`src/rtl/core/packet_rule_classifier_macros.svh`:
```
// Assertion macros for the packet rule classifier.
// Used by the top level; needs clk_i and rst_ni in scope.
`ifndef PACKET_RULE_CLASSIFIER_MACROS_SVH
`define PACKET_RULE_CLASSIFIER_MACROS_SVH

// Same-cycle implication, checked outside reset.
`define PRC_ASSERT_NOW(lbl, ante, cons, msg) \
  lbl: assert property (@(posedge clk_i) disable iff (!rst_ni) (ante) |-> (cons)) \
    else $error(msg);

// Next-cycle implication, checked outside reset.
`define PRC_ASSERT_NEXT(lbl, ante, cons, msg) \
  lbl: assert property (@(posedge clk_i) disable iff (!rst_ni) (ante) |=> (cons)) \
    else $error(msg);

`endif

```
`src/rtl/core/prc_pkg.sv`:
```
// Shared types, codes and constants of the packet rule classifier.
// No dependencies.
package prc_pkg;

  localparam int unsigned RuleSlotsDefault = 16;
  localparam int unsigned RuleWords        = 8;
  localparam int unsigned CfgWidth         = 32;
  localparam logic [31:0] LoopbackReset    = 32'h7F00_0001;
  localparam logic [15:0] EtherTypeIpv4    = 16'h0800;
  localparam logic [3:0]  IpVersion4       = 4'd4;
  localparam logic [7:0]  ProtoIcmp        = 8'd1;
  localparam logic [7:0]  ProtoTcp         = 8'd6;
  localparam logic [7:0]  ProtoUdp         = 8'd17;

  localparam logic [1:0] CfgRuleCount = 2'd0;
  localparam logic [1:0] CfgListenEn  = 2'd1;
  localparam logic [1:0] CfgListenPrt = 2'd2;
  localparam logic [1:0] CfgLoopback  = 2'd3;

  localparam logic       CmdRuleWord = 1'b0;
  localparam logic       CmdHeader   = 1'b1;
  localparam logic [2:0] HdrLastWord = 3'd3;

  localparam logic [2:0] ClsUdp   = 3'd0;
  localparam logic [2:0] ClsTcp   = 3'd1;
  localparam logic [2:0] ClsIcmp  = 3'd2;
  localparam logic [2:0] ClsOther = 3'd3;
  localparam logic [2:0] ClsRaw   = 3'd4;

  localparam logic [1:0] ActLog     = 2'd0;
  localparam logic [1:0] ActDump    = 2'd1;
  localparam logic [1:0] ActLogDump = 2'd2;
  localparam logic [1:0] ActIgnore  = 2'd3;

  localparam logic [1:0] KindMatch  = 2'd0;
  localparam logic [1:0] KindListen = 2'd1;
  localparam logic [1:0] KindDone   = 2'd2;

  typedef struct packed {
    logic        command;
    logic [3:0]  rule_slot;
    logic [2:0]  word_index;
    logic [63:0] data;
  } in_item_t;

  typedef struct packed {
    logic [1:0] kind;
    logic [3:0] matched_slot;
    logic [1:0] action;
    logic       last;
  } out_item_t;

  typedef struct packed {
    logic flags_clear;
    logic ptr_clear;
    logic pass_raw;
    logic rd_cur;
    logic rd_next;
    logic emit_listen;
    logic emit_match;
    logic emit_done;
  } ctrl_cmd_t;

  typedef struct packed {
    logic start_req;
    logic ipv4;
    logic listen;
    logic hit;
    logic ignore;
    logic ptr_end;
    logic next_end;
    logic raw_pass;
    logic out_free;
  } dp_status_t;

endpackage

```
`src/rtl/core/prc_ctrl.sv`:
```
// Scan sequencer of the packet rule classifier.
// Depends on prc_pkg; drives commands into prc_dp.
module prc_ctrl (
  input  logic                clk_i,
  input  logic                rst_ni,
  input  logic                in_valid_i,
  output logic                in_ready_o,
  input  prc_pkg::dp_status_t status_i,
  output prc_pkg::ctrl_cmd_t  cmd_o
);
  import prc_pkg::*;

  typedef enum logic [4:0] {
    StIdle  = 5'b00001,
    StStart = 5'b00010,
    StIssue = 5'b00100,
    StEval  = 5'b01000,
    StDone  = 5'b10000
  } state_e;

  state_e state_q, state_d;

  always_comb begin
    state_d    = state_q;
    cmd_o      = '0;
    in_ready_o = 1'b0;
    case (state_q)
      StIdle: begin
        in_ready_o = 1'b1;
        if (in_valid_i && status_i.start_req) begin
          state_d = StStart;
        end
      end
      StStart: begin
        cmd_o.flags_clear = 1'b1;
        if (!status_i.ipv4) begin
          state_d = StDone;
        end else if (!status_i.listen || status_i.out_free) begin
          cmd_o.emit_listen = status_i.listen;
          cmd_o.ptr_clear   = 1'b1;
          state_d           = StIssue;
        end
      end
      StIssue: begin
        if (!status_i.ptr_end) begin
          cmd_o.rd_cur = 1'b1;
          state_d      = StEval;
        end else if (status_i.raw_pass) begin
          state_d = StDone;
        end else begin
          cmd_o.pass_raw  = 1'b1;
          cmd_o.ptr_clear = 1'b1;
        end
      end
      StEval: begin
        if (!status_i.hit || status_i.out_free) begin
          cmd_o.emit_match = status_i.hit;
          if ((status_i.hit && status_i.ignore) || status_i.next_end) begin
            // end of this pass
            if (status_i.raw_pass) begin
              state_d = StDone;
            end else begin
              cmd_o.pass_raw  = 1'b1;
              cmd_o.ptr_clear = 1'b1;
              state_d         = StIssue;
            end
          end else begin
            cmd_o.rd_next = 1'b1;
          end
        end
      end
      StDone: begin
        if (status_i.out_free) begin
          cmd_o.emit_done = 1'b1;
          state_d         = StIdle;
        end
      end
      default: begin
        state_d = StIdle;
      end
    endcase
  end

  always_ff @(posedge clk_i or negedge rst_ni) begin
    if (!rst_ni) begin
      state_q <= StIdle;
    end else begin
      state_q <= state_d;
    end
  end

endmodule

```
`config.mk`:
```
export PLATFORM = sky130hd
export DESIGN_NAME = prc_ctrl
export DESIGN_NICKNAME = d
export VERILOG_FILES = /design/src/rtl/core/packet_rule_classifier_macros.svh /design/src/rtl/core/prc_pkg.sv /design/src/rtl/core/prc_ctrl.sv
export SDC_FILE = /design/constraint.sdc
export NUM_CORES = 1
export LEC_CHECK = 0
export BUFFER_PORTS_ARGS = -buffer_cell sky130_fd_sc_hd__buf_4
export CAP_MARGIN = 10
export CORE_AREA = 2 2 39 41
export DETAILED_ROUTE_END_ITERATION = 8
export DIE_AREA = 0 0 41 43
export GPL_ROUTABILITY_DRIVEN = 0
export HOLD_SLACK_MARGIN = 0.08
export PLACE_DENSITY_LB_ADDON = 0.2
export SETUP_SLACK_MARGIN = 0.5
export SYNTH_ARGS = -nofsm -noshare
export SYNTH_HDL_FRONTEND = slang
export SYNTH_SLANG_ARGS = --single-unit
```
`constraint.sdc`:
```
create_clock -name clk_i -period 2.5 [get_ports clk_i]
set_input_delay 0.125 -clock clk_i [delete_from_list [all_inputs] [get_ports clk_i]]
set_output_delay 0.125 -clock clk_i [all_outputs]
set_load 0.03 [all_outputs]
```
==> run_results.csv, run 1 <==
group,metric,value,unit
run_status,status,"finished clean",
global_route,grtUsageTotal,0.141,
finish,layout-drive-gt1-share,0.507,
setup_path,endpoint,"cmd_o[2]",
sta,tns,0,ns
worst_hold_path,min_path_type,"input port to register",
worst_hold_path,min_path_cells,2,
synth,syn_inst,45,
finish,largest_register_ffs,5,
pwr,leakage,0.000321,µW
synth,synth.area.top_cells,"dfrtp_1 (26%), dfstp_2 (6.8%), nand2_1 (5.9%)",
place,placed_area,558,µm²
pwr,ir_worst_vdd,0.240,mV
synth,synth_edf_count,0,
clocking,htreeDepth,1,
finish,largest_register,"state_q",
route,wirelength,1050,µm
finish,final_cells,89,
setup_path,startpoint,"state_q[3]$_DFFE_PN0P_",
floorplanning,initial_core_util,0.278,
setup_path,cp_max_fo,7,
synth,synth_top_cell_area_share,0.261,
clocking,cts_root_buffer,"clkbuf_4",
pwr,pwr_density_cell,749,nW/µm²
floorplanning,die_area,1760,µm²
floorplanning,io_pins,21,
place,hpwl,807,µm
sta,hold_viol,0,
synth,yosysWarnings,0,
synth,syn-cell-area,384,µm²
synth,synth-main-ff-cell,"dfrtp_1",
place,placed_cells,81,
sta,clock-skew-final,0.00112,ns
clocking,clk_pin_slew_worst_paths,0.04,ns
finish,fin_util,0.458,
finish,fin_area,633,µm²
global_route,grt-ovfl-total,0,
sta,max_freq,0.524,GHz
clocking,cts_buffers,3,
route,drtPass1Iterations,4,
floorplanning,core,1380,µm²
route,routedWlPerCell,11.8,µm
synth,synth_fp_nets,57,
sta,period_minus_slack,1.91,ns
finish,nFillCells,141,
setup_path,r2r.worst_path.cells,5,
clocking,clock_latency,0.24,ns
floorplanning,dieHeight,43,µm
sta,fin_ws,0.590,ns
finish,multiInputGateArea,270,µm²
route,drc,0,
place,pre_cts_slack,0.745,ns
setup_path,criticalPathCategory,"register to output port",
synth,synth-async-reset-ratio,1.00,
setup_path,r2r-start,"state_q[3]$_DFFE_PN0P_",
finish,largestRegisters,"state_q x5",
global_route,grt_antenna_before_repair,0,
synth,synth_area_leader_cell,"dfrtp_1",
global_route,grt_max_degree,8,
sta,max_slew.worst_pin.slew,0.366,ns
sta,period_share,0.764,
setup_path,crit_chain,"or3_4, nor3b_4, and4_4, buf_6",
route,drt-initial-drc-count,12,
clocking,cts.sinks,5,
synth,seq_area_frac_synth,0.329,
synth,synth-seq-cells,5,
sta,setup_viol,0,
synth,synth_area_per_cell,8.54,µm²
route,vias_per_cell,5.18,
setup_path,worst_ep_required_time,2.38,ns
run,cap_violations,0,
setup_path,rr_endpoint,"state_q[1]$_DFFE_PN0P_",
setup_path,rrSetupSlack,0.73,ns
synth,synth_cell_types,26,
setup_path,slowest_delay,0.42,ns
setup_path,start_kind,"register",
clocking,clk_path_buf_depth,2,
global_route,grt_pass1_wl,1680,µm
clocking,cts_tree,"built",
sta,relSlewSlack,0.754,
sta,rsz0062_at_grt,"false",
sta,slew_violations,0,
place,port_buffers,20,
setup_path,cp.arrival,1.78,ns
floorplanning,die_width,41,µm
finish,regArea,126,µm²
finish,num_antenna_cells,0,
floorplanning,rows,14,
finish,nets,86,
route,vias,461,
global_route,grt_pass1_vias,418,
route,antenna_violating_nets_post_route,0,
setup_path,cp-end-kind,"output port",
setup_path,critPathSlowestCell,"or3_4",
finish,area_growth,64.8,%
## cell families after synthesis
logic type,count (synthesis),synth area share
compound gates,9,0.169
buf+inv,1,0.00976
flops,5,0.329
simple gates,30,0.492
## worst max-delay path: cells and delay by family, from the launching register on
kind          cells  cell delay, ns
simple gates      3            1.04
flops             1            0.38
buf+inv           1            0.13
## synthesized netlist by cell type, types with 2 or more instances
library cell,number
dfrtp_1,4
nand3_1,4
a21o_1,2
a21oi_1,2
nor2_1,5
a31o_2,2
nor4_1,2
nand2_1,6
## final cells by class
type                       count  share of cell area
multi-input combinational     39               0.427
sequential                     5               0.200
inverter                       1             0.00593
timing repair buffer          24               0.294
tap                           16              0.0316
clock buffer                   4              0.0415
## stage by stage
step | power (µW) | hold slack (ns)
after floorplan | 289 | -0.171
after global placement | 357 | -0.0685
after detailed placement | 358 | -0.0697
after CTS | 457 | 0.104
after global routing | 505 | 0.113
final | 474 | 0.110
## timing repair
action | in CTS | in global routing
hold endpoints to repair | 5 | 0
hold buffers | 1 | 0
endpoints found under the setup margin | 0 | 3
setup buffers | 0 | 3
resized for setup | 0 | 4
## how the worst min path moves through the flow
stage	startpoint	to	slack, ns
CTS	status_i[0]	state_q[4]$_DFFE_PN0P_	0.10
finish	status_i[0]	state_q[4]$_DFFE_PN0P_	0.11
global placement	rst_ni	state_q[4]$_DFFE_PN0P_	-0.07
detailed placement	rst_ni	state_q[4]$_DFFE_PN0P_	-0.07
global route	status_i[0]	state_q[4]$_DFFE_PN0P_	0.11
floorplan	rst_ni	state_q[1]$_DFFE_PN0P_	-0.17
## cell usage in the layout (no fill, tap or decap), drive strengths merged
cell         count
nor3             1
a21oi            2
and3             1
a21o             2
nor2b            1
or2              2
and4             2
inv              1
nor4             2
and3b            1
nand2            6
a31o             2
buf             23
nor3b            2
dfrtp            4
dfstp            1
dlygate4sd3      1
o22ai            1
nand3b           1
a21boi           1
nor2             5
o2bb2ai          1
or3              1
nand3            4
nand2b           1
clkbuf           4
## routing by layer
layer | routed length (µm) | global-route usage | up-vias | part of all wire
met5 | 0 | 0 | - | 0
met4 | 11 | 0.100 | 0 | 0.011
li1 | - | - | 226 | -
met3 | 58 | 0.0157 | 2 | 0.055
met1 | 416 | 0.170 | 220 | 0.40
met2 | 559 | 0.219 | 13 | 0.53
## report_power, final
part | switching (µW) | internal [µW] | leakage (µW)
combinational | 122 | 118 | 0.000241
clock | 33.7 | 60.4 | 0.0000150
sequential | 32.4 | 108 | 0.0000648
total | 188 | 286 | 0.000321
Note: power is estimated with default switching activity, not from simulation.
==> inputs of run 2 (changes only) <==
==> constraint.sdc (replaced) <==
create_clock -name clk_i -period 1.8 [get_ports clk_i]
set_input_delay 0.09 -clock clk_i [delete_from_list [all_inputs] [get_ports clk_i]]
set_output_delay 0.09 -clock clk_i [all_outputs]
set_load 0.03 [all_outputs]
==> run_results.csv, run 2 (same netlist as run 1, synthesis figures left out) <==
group,metric,value,unit
clocking,htreeDepth,1,
pwr,total_power,898,µW
route,drt-initial-drc-count,3,
global_route,grtUsageTotal,0.168,
pwr,seq_power_share,0.209,
clocking,cts_buffers,3,
sta,setup_viol,0,
finish,num_antenna_cells,0,
global_route,grt-ovfl-total,0,
floorplanning,core,1380,µm²
setup_path,r2r.worst_path.cells,7,
setup_path,rr_endpoint,"state_q[0]$_DFFE_PN1P_",
pwr,pwr_density_cell,1060,nW/µm²
clocking,cts.sinks,5,
finish,final_cell_mix,"buf_4 (21), buf_6 (13), nand2_1 (4), dfrtp_1 (4)",
finish,largest_register,"state_q",
setup_path,cp-end-kind,"output port",
clocking,cts_root_buffer,"clkbuf_4",
finish,layout_commonest_cell,"buf_4",
global_route,grt_pass1_vias,474,
place,port_buffers,20,
clocking,cts_tree,"built",
route,drc,0,
pwr,ir_worst_vdd,0.587,mV
finish,layout-drive-gt1-share,0.682,
setup_path,cp_max_fo,4,
pwr,p_switching,328,µW
run_status,status,"finished clean",
pwr,power_frac_clock,0.145,
place,hpwl,909,µm
setup_path,worst_ep_required_time,1.71,ns
clocking,clock_latency,0.24,ns
finish,nets,98,
route,antenna_violating_nets_post_route,0,
worst_hold_path,min_to,"state_q[2]$_DFFE_PN0P_",
clocking,clk_path_buf_depth,2,
sta,period_share,0.984,
route,wirelength,1250,µm
global_route,grt_max_degree,6,
finish,fin_area,851,µm²
worst_hold_path,min_path_type,"input port to register",
place,placed_area,601,µm²
sta,relSlewSlack,0.726,
global_route,grt_pass1_wl,1970,µm
finish,largestRegisters,"state_q x5",
floorplanning,initial_core_util,0.278,
pwr,combPwrFrac,0.646,
sta,period_minus_slack,1.77,ns
worst_hold_path,min_path_cells,2,
route,vias_per_cell,4.98,
worst_hold_path,min-delay-start,"status_i[7]",
global_route,grt_antenna_before_repair,0,
floorplanning,die_area,1760,µm²
setup_path,r2r-start,"state_q[4]$_DFFE_PN0P_",
sta,rsz0062_at_grt,"true",
route,routedWlPerCell,12.4,µm
floorplanning,dieHeight,43,µm
sta,slew_violations,0,
pwr,switching_share,0.365,
route,drtPass1Iterations,2,
run,cap_violations,0,
finish,area_growth,121,%
sta,max_freq,0.565,GHz
floorplanning,die_width,41,µm
setup_path,criticalPathCategory,"register to output port",
pwr,leakage,0.000416,µW
setup_path,rrSetupSlack,0.09,ns
sta,clock-skew-final,0.00387,ns
floorplanning,rows,14,
clocking,clk_pin_slew_worst_paths,0.04,ns
setup_path,start_kind,"register",
route,vias,503,
sta,hold_viol,0,
setup_path,cp.arrival,1.68,ns
floorplanning,io_pins,21,
finish,largest_register_ffs,5,
pwr,p_int,571,µW
sta,max_slew.worst_pin.slew,0.412,ns
run 2: layout make-up:
class                   count  area [µm²]
repair buffers             36         324
clock buffers               4        26.3
flip-flops and latches      5         126
well taps                  16        20.0
multi-input cells          39         350
inverters                   1        3.75
fillers                   125         533
run 2: critical path: stages, from the launching register on:
cell	delay, ns
dfrtp_1	0.41
nor3_4	0.25
and3b_2	0.24
nand3_2	0.09
a21oi_4	0.18
a31o_2	0.13
buf_6	0.12
run 2: metal layers:
metal	part of all wire	vias to the layer above	GRT usage
li1	-	249	-
met1	0.40	234	0.205
met2	0.53	16	0.263
met3	0.042	4	0.0105
met4	0.027	0	0.120
met5	0	-	0
run 2: repair_timing:
item,4_1_cts,5_1_grt
resized for setup,13,13
endpoints found under the hold margin,6,0
buffers inserted,6,6
hold buffers,2,0
setup endpoints to repair,13,14
pin swaps,8,5
run 2: through the flow:
step	hold slack (ns)	instances	setup TNS, ns	utilization	worst slack, ns
5_1_grt	0.144	101	-0.109	0.615	-0.0373
3_5_place_dp	-0.106	83	0	0.434	0.0934
3_3_place_gp	-0.107	83	0	0.434	0.128
6_report	0.138	101	0	0.615	0.0286
4_1_cts	0.140	95	0	0.540	0.0289
2_1_floorplan	-0.206	45	-0.0921	-	-0.0699
run 2: worst max-delay path by stage:
stage                                 from                      to  slack (ns)  cells after the start
floorplan           state_q[2]$_DFFE_PN0P_  state_q[1]$_DFFE_PN0P_       -0.07                      5
global placement    state_q[1]$_DFFE_PN0P_                cmd_o[6]        0.13                      6
detailed placement  state_q[2]$_DFFE_PN0P_  state_q[1]$_DFFE_PN0P_        0.09                      5
CTS                 state_q[4]$_DFFE_PN0P_                cmd_o[2]        0.03                      4
global route        state_q[4]$_DFFE_PN0P_                cmd_o[2]       -0.04                      4
finish              state_q[4]$_DFFE_PN0P_                cmd_o[6]        0.03                      6
run 2: power by group through the flow:
stage	clock network [µW]	registers, µW	logic (µW)
after global routing	138	192	625
after CTS	131	197	445
after detailed placement	0	192	375
final	130	188	580
after global placement	0	192	373
after floorplan	0	187	244
==> inputs of run 3 (changes only) <==
--- a/config.mk
+++ b/config.mk
@@ -12,6 +12,7 @@
 export DIE_AREA = 0 0 41 43
 export GPL_ROUTABILITY_DRIVEN = 0
 export HOLD_SLACK_MARGIN = 0.08
+export MAX_ROUTING_LAYER = met4
 export PLACE_DENSITY_LB_ADDON = 0.2
 export SETUP_SLACK_MARGIN = 0.5
 export SYNTH_ARGS = -nofsm -noshare
==> run_results.csv, run 3 (same netlist as run 1, synthesis figures left out) <==
group,metric,value,unit
run,cap_violations,0,
sta,setup_viol,0,
floorplanning,initial_core_util,0.278,
route,wirelength,1250,µm
route,drtPass1Iterations,2,
finish,area_growth,121,%
setup_path,criticalPathCategory,"register to output port",
pwr,switching_share,0.365,
global_route,grt-ovfl-total,0,
finish,multiInputGateArea,350,µm²
worst_hold_path,min_path_cells,2,
route,drc,0,
route,vias_per_cell,4.98,
pwr,total_power,898,µW
route,routedWlPerCell,12.3,µm
finish,final_cells,101,
finish,layout-drive-gt1-share,0.682,
sta,fin_ws,0.0287,ns
setup_path,cp_max_fo,4,
finish,largest_register_ffs,5,
run_status,status,"finished clean",
place,pre_cts_slack,0.0934,ns
place,port_buffers,20,
clocking,cts_tree,"built",
finish,nFillCells,125,
finish,final_cell_mix,"buf_4 (21), buf_6 (13), nand2_1 (4), dfrtp_1 (4)",
sta,max_slew.worst_pin.slew,0.412,ns
finish,layout_commonest_cell,"buf_4",
floorplanning,rows,14,
floorplanning,die_width,41,µm
finish,regArea,126,µm²
clocking,clk_pin_slew_worst_paths,0.04,ns
pwr,p_int,571,µW
clocking,htreeDepth,1,
route,antenna_violating_nets_post_route,0,
clocking,clock_latency,0.24,ns
setup_path,cp-end-kind,"output port",
floorplanning,io_pins,21,
clocking,clk_path_buf_depth,2,
sta,period_minus_slack,1.77,ns
sta,hold_viol,0,
global_route,grt_pass1_wl,1970,µm
sta,rsz0062_at_grt,"true",
global_route,grt_pass1_vias,474,
clocking,cts.sinks,5,
sta,max_freq,0.565,GHz
setup_path,cp.arrival,1.68,ns
pwr,pwr_density_cell,1060,nW/µm²
sta,relSlewSlack,0.726,
clocking,cts_root_buffer,"clkbuf_4",
pwr,p_switching,328,µW
sta,period_share,0.984,
place,placed_cells,83,
setup_path,r2r.worst_path.cells,7,
pwr,seq_power_share,0.209,
floorplanning,core,1380,µm²
place,hpwl,909,µm
finish,largestRegisters,"state_q x5",
pwr,power_frac_clock,0.145,
finish,nets,98,
pwr,ir_worst_vdd,0.587,mV
route,drt-initial-drc-count,3,
worst_hold_path,min_path_type,"input port to register",
sta,clock-skew-final,0.00387,ns
finish,largest_register,"state_q",
clocking,cts_buffers,3,
sta,slew_violations,0,
sta,timing.hold.ws,0.138,ns
global_route,grt_antenna_before_repair,0,
setup_path,worst_ep_required_time,1.71,ns
global_route,grt_max_degree,6,
finish,fin_util,0.615,
finish,num_antenna_cells,0,
floorplanning,dieHeight,43,µm
setup_path,start_kind,"register",
floorplanning,die_area,1760,µm²
route,vias,503,
global_route,grtUsageTotal,0.172,
pwr,leakage,0.000416,µW
pwr,combPwrFrac,0.646,
==> run 3: stage by stage <==
step / cell area [µm²] / TNS [ns]
floorplan: 415 / -0.0921
global placement: 601 / 0
detailed placement: 601 / 0
CTS: 747 / 0
global route: 851 / -0.109
finish: 851 / 0
==> run 3: area by class of cell <==
type / instances / area share
tap: 16 / 0.0235
multi-input combinational: 39 / 0.412
sequential: 5 / 0.149
inverter: 1 / 0.00441
timing repair buffer: 36 / 0.381
clock buffer: 4 / 0.0309
==> run 3: routing by layer <==
metal	up-vias	global-route usage	share of wire
li1	249	-	-
met1	234	0.208	0.40
met2	16	0.263	0.53
met3	4	0.00524	0.041
met4	0	0.120	0.027
met5	-	-	0
==> run 3: repair_timing <==
item / CTS / global route
gates cloned: 0 / 0
hold buffers: 2 / 0
hold endpoints to repair: 6 / 0
setup buffers: 6 / 6
endpoints found under the setup margin: 13 / 14
resized for setup: 13 / 13
pin swaps: 8 / 5
==> run 3: path summary, 6_finish.rpt <==
| check | startpoint | slack [ns] | endpoint |
|---|---|---|---|
| min | status_i[7] | 0.14 | state_q[2]$_DFFE_PN0P_ |
| min reg2reg | state_q[4]$_DFFE_PN0P_ | 0.77 | state_q[4]$_DFFE_PN0P_ |
| max in group asynchronous | rst_ni | 1.42 | state_q[0]$_DFFE_PN1P_ |
| min in group asynchronous | rst_ni | 0.18 | state_q[4]$_DFFE_PN0P_ |
| max | state_q[4]$_DFFE_PN0P_ | 0.03 | cmd_o[6] |
| max reg2reg | state_q[4]$_DFFE_PN0P_ | 0.09 | state_q[0]$_DFFE_PN1P_ |
==> run 3: worst max-delay path, stage by stage, from the launching register on <==
cell and delay [ns]:
dfrtp_1 0.41, nor3_4 0.25, and3b_2 0.24, nand3_2 0.09
a21oi_4 0.18, a31o_2 0.13, buf_6 0.12
==> run 3: power by group through the flow <==
stage	Combinational (µW)	Sequential, µW	Clock (µW)
6_report	580	188	130
5_1_grt	625	192	138
4_1_cts	445	197	131
3_5_place_dp	375	192	0
3_3_place_gp	373	192	0
2_1_floorplan	244	187	0
